File: src/sorted_list_engine_unit_defines.svh
// Assertion macros for the sorted list engine RTL.
`ifndef SORTED_LIST_ENGINE_UNIT_DEFINES_SVH
`define SORTED_LIST_ENGINE_UNIT_DEFINES_SVH

// Checked only while out of reset.
`define SLE_ASSERT(lbl, prop, msg) \
  lbl: assert property (@(posedge clk_i) disable iff (!rst_ni) prop) else $error(msg);

// Checked on every edge, reset included.
`define SLE_ASSERT_ALWAYS(lbl, prop, msg) \
  lbl: assert property (@(posedge clk_i) prop) else $error(msg);

`endif

File: src/sle_pkg.sv
// Shared constants and types of the sorted list engine.
package sle_pkg;

  localparam int unsigned DEPTH = 16;
  localparam int unsigned KEY_W = 16;
  localparam int unsigned IDX_W = $clog2(DEPTH);
  localparam int unsigned CNT_W = $clog2(DEPTH + 1);

  // operation codes
  localparam logic [2:0] MODE_INSERT = 3'd0;
  localparam logic [2:0] MODE_POP    = 3'd1;
  localparam logic [2:0] MODE_REMOVE = 3'd2;
  localparam logic [2:0] MODE_READ   = 3'd3;
  localparam logic [2:0] MODE_ITER   = 3'd4;

  // result status codes
  localparam logic [2:0] ST_OK        = 3'd0;
  localparam logic [2:0] ST_EMPTY     = 3'd1;
  localparam logic [2:0] ST_NOT_FOUND = 3'd2;
  localparam logic [2:0] ST_FULL      = 3'd3;
  localparam logic [2:0] ST_RANGE     = 3'd4;
  localparam logic [2:0] ST_END       = 3'd5;

  typedef enum logic [1:0] {
    CMD_HOLD,
    CMD_INS,
    CMD_DEL,
    CMD_POP
  } cell_cmd_e;

  // broadcast to every cell
  typedef struct packed {
    cell_cmd_e        cmd;
    logic [KEY_W-1:0] key;
  } cell_ctrl_t;

  // per-cell compare flags, already qualified by the cell's valid bit
  typedef struct packed {
    logic gt;
    logic lt;
    logic eq;
  } cell_flags_t;

endpackage

File: src/sle_cell.sv
// One slot of the sorted list: holds a key and shifts with its neighbors.
module sle_cell (
  input  logic                     clk_i,
  input  sle_pkg::cell_ctrl_t      ctrl_i,
  input  logic                     valid_i,
  input  logic                     at_end_i,
  input  logic                     sel_i,
  input  logic                     left_gt_i,
  input  logic [sle_pkg::KEY_W-1:0] left_key_i,
  input  logic [sle_pkg::KEY_W-1:0] right_key_i,
  output logic [sle_pkg::KEY_W-1:0] key_o,
  output sle_pkg::cell_flags_t     flags_o,
  output logic [sle_pkg::KEY_W-1:0] rd_o
);
  import sle_pkg::*;

  logic [KEY_W-1:0] key_q, key_d;

  assign key_o      = key_q;
  assign flags_o.gt = valid_i && (key_q > ctrl_i.key);
  assign flags_o.lt = valid_i && (key_q < ctrl_i.key);
  assign flags_o.eq = valid_i && (key_q == ctrl_i.key);
  assign rd_o       = sel_i ? key_q : '0;

  always_comb begin
    key_d = key_q;
    case (ctrl_i.cmd)
      CMD_INS: begin
        // larger keys move right; the slot at the boundary takes the new key
        if (left_gt_i) begin
          key_d = left_key_i;
        end else if (flags_o.gt || at_end_i) begin
          key_d = ctrl_i.key;
        end
      end
      CMD_DEL: begin
        // everything from the first equal key onward moves left
        if (!flags_o.lt) begin
          key_d = right_key_i;
        end
      end
      CMD_POP: key_d = right_key_i;
      default: key_d = key_q;
    endcase
  end

  always_ff @(posedge clk_i) begin
    key_q <= key_d;
  end

endmodule

File: src/sorted_list_engine_unit.sv
// Top level of the sorted list engine: command port, control and the row of cells.
//
//  channel   direction  handshake              payload
//  command   in         start && !busy         mode_i, key_i, index_i
//  result    out        done_o (one cycle)     status_o, value_o, count_o,
//                                              last_value_o, last_valid_o
//
// Each transaction runs as follows: the accept edge latches the command,
// and in the following cycle (busy high) all cells compare against the key
// and shift in parallel while the result is registered. done_o rises the
// cycle after that, and a new command may be accepted in that same cycle.
// No new command is accepted while busy is high, so only one transaction is
// in flight at a time. Reset clears count, cursor and last-key valid; cell
// contents stay undefined until written. The receiver has no back pressure.
module sorted_list_engine_unit (
  input  logic                      clk_i,
  input  logic                      rst_ni,
  input  logic                      start,
  output logic                      busy,
  input  logic [2:0]                mode_i,
  input  logic [sle_pkg::KEY_W-1:0] key_i,
  input  logic [3:0]                index_i,
  output logic                      done_o,
  output logic [2:0]                status_o,
  output logic [sle_pkg::KEY_W-1:0] value_o,
  output logic [sle_pkg::CNT_W-1:0] count_o,
  output logic [sle_pkg::KEY_W-1:0] last_value_o,
  output logic                      last_valid_o
);
  import sle_pkg::*;

  `include "sorted_list_engine_unit_defines.svh"

  // latched command
  logic             pend_q;
  logic [2:0]       mode_q;
  logic [KEY_W-1:0] key_q;
  logic [3:0]       index_q;

  // list state
  logic [CNT_W-1:0] count_q, count_d;
  logic [IDX_W-1:0] cursor_q, cursor_d;
  logic             ended_q, ended_d;
  logic [KEY_W-1:0] last_key_q, last_key_d;
  logic             last_vld_q, last_vld_d;

  // result registers
  logic             done_q;
  logic [2:0]       status_q, status_d;
  logic [KEY_W-1:0] value_q, value_d;

  // cell row
  cell_ctrl_t       ctrl;
  cell_cmd_e        cmd;
  logic [IDX_W-1:0] rd_addr;
  logic [KEY_W-1:0] cell_key [DEPTH];
  logic [KEY_W-1:0] cell_rd  [DEPTH];
  cell_flags_t      cell_flags [DEPTH];
  logic [DEPTH-1:0] gt_v, lt_v, eq_v, cur_oh;
  logic [KEY_W-1:0] rd_val;

  logic             accept;
  logic             found;
  logic             lt_prev;
  logic             eq_cur;
  logic [CNT_W-1:0] cursor_ext;
  logic [CNT_W-1:0] cursor_nxt;

  assign accept = start && !busy;
  assign busy   = pend_q;

  assign ctrl.cmd = cmd;
  assign ctrl.key = key_q;

  // pop reads the head, read uses the index, iterate uses the cursor
  always_comb begin
    if (mode_q == MODE_READ) begin
      rd_addr = index_q[IDX_W-1:0];
    end else if (mode_q == MODE_POP) begin
      rd_addr = '0;
    end else begin
      rd_addr = cursor_q;
    end
  end

  for (genvar i = 0; i < DEPTH; i++) begin : g_cell
    logic             vld;
    logic             at_end;
    logic             lgt;
    logic [KEY_W-1:0] lkey;
    logic [KEY_W-1:0] rkey;

    assign vld    = CNT_W'(i) < count_q;
    assign at_end = CNT_W'(i) == count_q;

    if (i == 0) begin : g_first
      assign lgt  = 1'b0;
      assign lkey = '0;
    end else begin : g_mid
      assign lgt  = gt_v[i-1];
      assign lkey = cell_key[i-1];
    end

    if (i == DEPTH - 1) begin : g_last
      assign rkey = '0;
    end else begin : g_body
      assign rkey = cell_key[i+1];
    end

    sle_cell u_cell (
      .clk_i       (clk_i),
      .ctrl_i      (ctrl),
      .valid_i     (vld),
      .at_end_i    (at_end),
      .sel_i       (rd_addr == IDX_W'(i)),
      .left_gt_i   (lgt),
      .left_key_i  (lkey),
      .right_key_i (rkey),
      .key_o       (cell_key[i]),
      .flags_o     (cell_flags[i]),
      .rd_o        (cell_rd[i])
    );

    assign gt_v[i]   = cell_flags[i].gt;
    assign lt_v[i]   = cell_flags[i].lt;
    assign eq_v[i]   = cell_flags[i].eq;
    assign cur_oh[i] = vld && (cursor_q == IDX_W'(i));
  end

  // OR of the selected slot; unselected slots drive zero
  always_comb begin
    rd_val = '0;
    for (int i = 0; i < DEPTH; i++) begin
      rd_val = rd_val | cell_rd[i];
    end
  end

  // List is sorted, so the first equal key sits before the cursor exactly
  // when the slot left of the cursor is not below the key.
  assign found      = |eq_v;
  assign lt_prev    = |((lt_v << 1) & cur_oh);
  assign eq_cur     = |(eq_v & cur_oh);
  assign cursor_ext = CNT_W'(cursor_q);
  assign cursor_nxt = cursor_ext + CNT_W'(1);

  always_comb begin
    cmd        = CMD_HOLD;
    status_d   = ST_OK;
    value_d    = '0;
    count_d    = count_q;
    cursor_d   = cursor_q;
    ended_d    = ended_q;
    last_key_d = last_key_q;
    last_vld_d = last_vld_q;

    case (mode_q)
      MODE_INSERT: begin
        if (count_q == CNT_W'(DEPTH)) begin
          status_d = ST_FULL;
        end else begin
          cmd        = CMD_INS;
          count_d    = count_q + CNT_W'(1);
          last_key_d = key_q;
          last_vld_d = 1'b1;
          cursor_d   = '0;
          ended_d    = 1'b0;
        end
      end
      MODE_POP: begin
        if (count_q == '0) begin
          status_d = ST_EMPTY;
        end else begin
          cmd        = CMD_POP;
          value_d    = rd_val;
          count_d    = count_q - CNT_W'(1);
          last_vld_d = 1'b0;
          cursor_d   = '0;
          ended_d    = 1'b0;
        end
      end
      MODE_REMOVE: begin
        if (count_q == '0) begin
          status_d = ST_EMPTY;
        end else if (!found) begin
          // covers keys outside the stored range as well
          status_d = ST_NOT_FOUND;
        end else begin
          cmd        = CMD_DEL;
          count_d    = count_q - CNT_W'(1);
          last_vld_d = 1'b0;
          if (eq_v[0]) begin
            // removing the head behaves like a pop
            cursor_d = '0;
            ended_d  = 1'b0;
          end else if (!ended_q) begin
            if (cursor_q != '0 && !lt_prev) begin
              cursor_d = cursor_q - IDX_W'(1);
            end else if (eq_cur && (cursor_q == '0 || lt_prev) &&
                         cursor_nxt >= count_q) begin
              cursor_d = '0;
              ended_d  = 1'b1;
            end
          end
        end
      end
      MODE_READ: begin
        if (CNT_W'(index_q) >= count_q) begin
          status_d = ST_RANGE;
        end else begin
          value_d = rd_val;
        end
      end
      MODE_ITER: begin
        if (count_q == '0) begin
          status_d = ST_EMPTY;
        end else if (ended_q || cursor_ext >= count_q) begin
          status_d = ST_END;
          cursor_d = '0;
          ended_d  = 1'b0;
        end else begin
          value_d = rd_val;
          if (cursor_nxt >= count_q) begin
            cursor_d = '0;
            ended_d  = 1'b1;
          end else begin
            cursor_d = cursor_q + IDX_W'(1);
          end
        end
      end
      default: ;  // unused modes: no change, status ok
    endcase

    if (!pend_q) begin
      cmd = CMD_HOLD;
    end
  end

  // command latch
  always_ff @(posedge clk_i or negedge rst_ni) begin
    if (!rst_ni) begin
      pend_q <= 1'b0;
    end else begin
      pend_q <= accept;
    end
  end

  always_ff @(posedge clk_i) begin
    if (accept) begin
      mode_q  <= mode_i;
      key_q   <= key_i;
      index_q <= index_i;
    end
  end

  // list control state and result strobe
  always_ff @(posedge clk_i or negedge rst_ni) begin
    if (!rst_ni) begin
      count_q    <= '0;
      cursor_q   <= '0;
      ended_q    <= 1'b1;
      last_vld_q <= 1'b0;
      done_q     <= 1'b0;
    end else begin
      done_q <= pend_q;
      if (pend_q) begin
        count_q    <= count_d;
        cursor_q   <= cursor_d;
        ended_q    <= ended_d;
        last_vld_q <= last_vld_d;
      end
    end
  end

  always_ff @(posedge clk_i) begin
    if (pend_q) begin
      last_key_q <= last_key_d;
      status_q   <= status_d;
      value_q    <= value_d;
    end
  end

  assign done_o       = done_q;
  assign status_o     = status_q;
  assign value_o      = value_q;
  assign count_o      = count_q;
  assign last_valid_o = last_vld_q;
  assign last_value_o = last_vld_q ? last_key_q : '0;

  // a result never coincides with an operation in flight
  `SLE_ASSERT(a_done_not_busy, !(done_o && busy), "result strobe while busy")
  // every executed operation yields exactly one result next cycle
  `SLE_ASSERT(a_busy_done, busy |=> done_o, "operation produced no result")
  // full is reported only at capacity
  `SLE_ASSERT(a_full_cnt, (done_o && status_o == ST_FULL) |-> (count_o == CNT_W'(DEPTH)),
              "full status below capacity")
  // count never exceeds capacity
  `SLE_ASSERT(a_cnt_max, count_q <= CNT_W'(DEPTH), "count above capacity")

endmodule

File: config.mk
export PLATFORM = sky130hd
export DESIGN_NAME = sorted_list_engine_unit
export DESIGN_NICKNAME = d
export VERILOG_FILES = /design/src/sle_pkg.sv /design/src/sle_cell.sv /design/src/sorted_list_engine_unit.sv
export VERILOG_INCLUDE_DIRS = /design/src /design/src/src
export SDC_FILE = /design/constraint.sdc
export NUM_CORES = 1
export LEC_CHECK = 0
export BUFFER_PORTS_ARGS = -buffer_cell sky130_fd_sc_hd__buf_2
export CORE_AREA = 2 2 198 346
export CTS_CLUSTER_DIAMETER = 120
export DETAILED_ROUTE_END_ITERATION = 16
export DIE_AREA = 0 0 200 348
export PLACE_DENSITY = 0.68
export SYNTH_ARGS = -nofsm -noshare
export SYNTH_HDL_FRONTEND = slang
export SYNTH_HIERARCHICAL = 1
export SYNTH_SLANG_ARGS = --single-unit
File: constraint.sdc
create_clock -name clk_i -period 8.1 [get_ports clk_i]
set_input_delay 0 -clock clk_i [delete_from_list [all_inputs] [get_ports clk_i]]
set_output_delay 0 -clock clk_i [all_outputs]
set_load 0.01 [all_outputs]
; ---- Word level (Yosys, flattened, before mapping)
; Cells that the tools add are included.
[totals]
ff_bits = 327
inputBits = 26
output_inout_bits = 43
[classes]
add_sub_neg = 5
order_cmp = 51
eq_ne = 109
n_mux = 134
n_bitwise = 18
reduce_logical = 119
[ops]
columns = operator, count
row1 = $mux W16, 68
row2 = $pmux W16 S3, 17
row3 = $eq A16 B16 Y1, 16
row4 = $gt A16 B16 Y1, 16
row5 = $lt A16 B16 Y1, 16
row6 = $or A16 B16 Y16, 15
row7 = $logic_and A1 B1 Y1, 68
row8 = $eq A4 B4 Y1 const B, 16
row9 = $mux W4, 13
row10 = $reduce_and A3 Y1, 17
row11 = $reduce_or A16 Y1, 3
row12 = $ne A3 B2 Y1 const B, 15
row13 = $ne A2 B2 Y1 const B, 21
row14 = $eq A4 B5 Y1 const A, 8
row15 = $lt A4 B5 Y1 const A, 8
row16 = $and A16 B16 Y16, 2
row17 = $eq A4 B3 Y1 const B, 8
row18 = $eq A3 B5 Y1 const A, 4
row19 = $lt A3 B5 Y1 const A, 4
row20 = $mux W5, 4
row21 = $logic_or A1 B1 Y1, 18
row22 = $eq A4 B2 Y1 const B, 4
row23 = $mux W1, 16
row24 = $pmux W4 S4, 1
row25 = 38 further kinds, 58

; ---- Depth between registers and ports, before layout
[depth]
ltp_word = 23
depth_mapped = 14

; ---- Modules after synthesis
; Netlist, hierarchy kept.
[by_module_without_submodules]
columns = module, instances, cells_each, area_per_inst_um2, seq_area_each_um2
row1 = sle_cell, 16, 152, 1370.1, 480.5
row2 = sorted_list_engine_unit, 1, 475, 4601.9, 2068.2

; ---- Worst setup path after synthesis
; Ideal clock, no wire load.
[synth_path]
path_kind = register to register
startpoint = reg key_q[15]
endpoint = reg g_cell[0].u_cell.key_q[0] (enable)
setup_ps = 367
arrival_ps = 8190
required_ps = 7733
slack_ps = -457
path_stages_with_launch = 14
path_buffers = 0
cell_sequence = edfxtp_1 inv_1 ha_1 nand4_2 nor4_2 nand2_1 nor2_1 nor4_1 nand4_1 nand3b_1 a211oi_1 o21ai_0 nand2_1 a21o_1
[synth_lines]
columns = item, line
row1 = "start, declared", sorted_list_engine_unit.sv:37  ; logic [KEY_W-1:0] key_q;
row2 = "start signal, assigned", sorted_list_engine_unit.sv:250  ; key_q <= key_i;
row3 = "end signal, assigned", sle_cell.sv:48  ; key_q <= key_d;
row4 = "end, declared", sle_cell.sv:17  ; logic [KEY_W-1:0] key_q, key_d;

==> run summary <==
Status - complete, no violations
TritonCTS clock tree - yes
Static Leak - 0.0121 uW
Kind of critical path - register to register
Avg Cell Area, Syn - 9.13 um^2
Arrival @ worst endpoint - 6.22 ns
Sum Neg Setup Slack - 0 ns
Met2 Resource Use GR - 47.5%
Die Area - 69600 um^2
Fillers - 6495
Wire length per cell - 23.0 um
Design Power - 6370 uW
CTS buffer count - 35
Peak VDD IR - 0.125 mV
Vias in the first global route - 22100
# rows - 126
GP Congestion - 0.924
Area occupied by multi-input gates - 15300 um^2
Drt first pass iters - 6
Pwr/cell area - 216 nW/um^2
GR Util met3 - 2.30%
Final setup viols - 0
Fin crit share - 73.7%
Clock period minus final worst setup slack - 5.97 ns
Max cap viols - 0
Crit-path max cell delay - 1.09 ns
Register Area - 9760 um^2
Largest net degree at the start of global routing - 291
Critical path required time - 8.35 ns
Crit-path slowest cell - edfxtp_1
DRT antenna net count - 0
Ports - 69
Grt total ovfl - 0
CTS resizes - 0
Setup Skew - 0.0289 ns
Worst Path Max Fanout - 290
Die X - 200 um
Antenna diode count - 0
Initial Utilization - 39.6%
Post-DP HPWL - 67500 um
Hold Buf Count CTS - 26
Cell Count, Final, Fillers Out - 3917
Post-Syn Area - 26500 um^2
GR met1 Demand/Resource - 27.5%
Max-slew violation count - 0
Clk sinks - 327
PortBufs - 68
Gr usage total - 26.1%
Max Freq - 0.167 GHz
Clock-pin transition on the worst setup and hold timing paths - 0.06 ns
# H-tree levels - 2
Setup ws final - 2.13 ns
GR peak layer - met2
Final hold slack - 0.0119 ns
Fin. Hold Viols - 0
Worst-Margin Slew - 1.23 ns
Core area - 67000 um^2
Drt first-iter violations - 1869
CP most frequent cell - buf_4
Post-CTS Setup Bufs - 0
Pre-CTS setup slack - 2.32 ns
Clock Tree Buf Depth - 3
P&R area growth vs syn - 10.9%
Worst hold path class - input port to register
Vias/cell - 5.67
Via count - 22200
Critical-path cell list - buf_4, inv_1, ha_1, nand4_2, nor4_2, nand2_1, nor2_1, nor4_1, nand4_1, nand3b_1, a211oi_4, buf_4, buf_12, o21ai_0
Initial antenna violation count - 2
Fin nets - 3301
Type of origin of the critical path - register
Worst slew margin - 17.4%
Post-Route WL - 90200 um
RSZ-0062 raised after global routing - false
Die Y - 348 um
Mapped Cells - 2905
Setup crit end kind - register
Drt drc - 0
First-pass GRT wire length - 135000 um
Cell total after placement - 3829
Fraction of layout cells with a size suffix above 1 - 7.45%
Worst-Skew Late Latency - 0.57 ns
Yosys Warn Count - 6
Root Buffer - clkbuf_16
==> final cells by class <==
| class | instances | area share, % |
|---|---|---|
| inverter | 291 | 3.71 |
| timing repair buffer | 141 | 3.28 |
| multi-input combinational | 2200 | 52.0 |
| tap | 896 | 3.81 |
| clock inverter | 23 | 0.864 |
| clock buffer | 39 | 3.10 |
| sequential | 327 | 33.2 |
==> metrics by stage <==
stage	util, %	instance area [um^2]
3_5_place_dp	41.8	28000
4_1_cts	43.9	29400
3_3_place_gp	41.8	28000
2_1_floorplan	-	26600
5_1_grt	43.9	29400
6_report	43.9	29400
==> power by group <==
group          switching, uW  internal, uW  leakage [uW]
Sequential               265          2160       0.00305
Combinational           1400           820       0.00846
Clock                    743           976      0.000575
Total                   2410          3960        0.0121
==> per-layer routing <==
layer / vias to the layer above / part of all wire, %
met5: - / 0.014
met4: 2 / 8.8
met3: 315 / 4.2
met2: 810 / 52
met1: 10600 / 35
li1: 10500 / -
==> cells in the final DEF (no fill, tap or decap), drive strengths merged, types with 4 or more instances in the layout <==
cell type and n:
and4 19, nand3 13, a311o 18, a41oi 17, edfxtp 314, dlygate4sd3 26, clkbuf 39, nand2 376
a31o 17, nand4 43, or2 4, and3 25, o211ai 17, nor2 124, ha 279, nor3 15
o21ai 332, nor2b 21, mux2i 256, o2111ai 4, dfrtp 12, a21boi 17, a21oi 113, a21o 24
or3 4, conb 33, bufinv 5, a2111o 17, a31oi 5, inv 292, nor4 86, xnor2 7
clkinv 16, nor3b 4, and2 274, buf 115
==> sequential cells by signal, indices dropped and copies added (netlist names) <==
name and count:
g_cell.u_cell/key_o 256, key_q 16, last_key_q 16, value_o 16, count_o 5, cursor_q 4, index_q 4, mode_q 3
status_o 3, busy 1, done_o 1, ended_q 1, last_valid_o 1
==> worst paths after layout <==
check	startpoint	endpoint	slack, ns	cells past startpoint
max	key_q[15]$_DFFE_PP_	g_cell[4].u_cell/key_o[12]$_DFFE_PP_	2.13	14
min	start	busy$_DFF_PN0_	0.01	3
max reg2reg	key_q[15]$_DFFE_PP_	g_cell[4].u_cell/key_o[12]$_DFFE_PP_	2.13	14
min reg2reg	ended_q$_DFFE_PN1P_	ended_q$_DFFE_PN1P_	0.59	1
max in group asynchronous	rst_ni	count_o[2]$_DFFE_PN0P_	6.63	4
min in group asynchronous	rst_ni	ended_q$_DFFE_PN1P_	0.48	3
==> critical path: cells and delay by family (launching register included) <==
family | cells | cell delay [ns]
adders and majority gates | 1 | 0.36
and+or+nand+nor | 7 | 1.70
DFF | 1 | 1.09
AOI/OAI and AO/OA | 2 | 0.50
buffers and inverters | 4 | 1.70
Power figures use the tool's default switching activity.
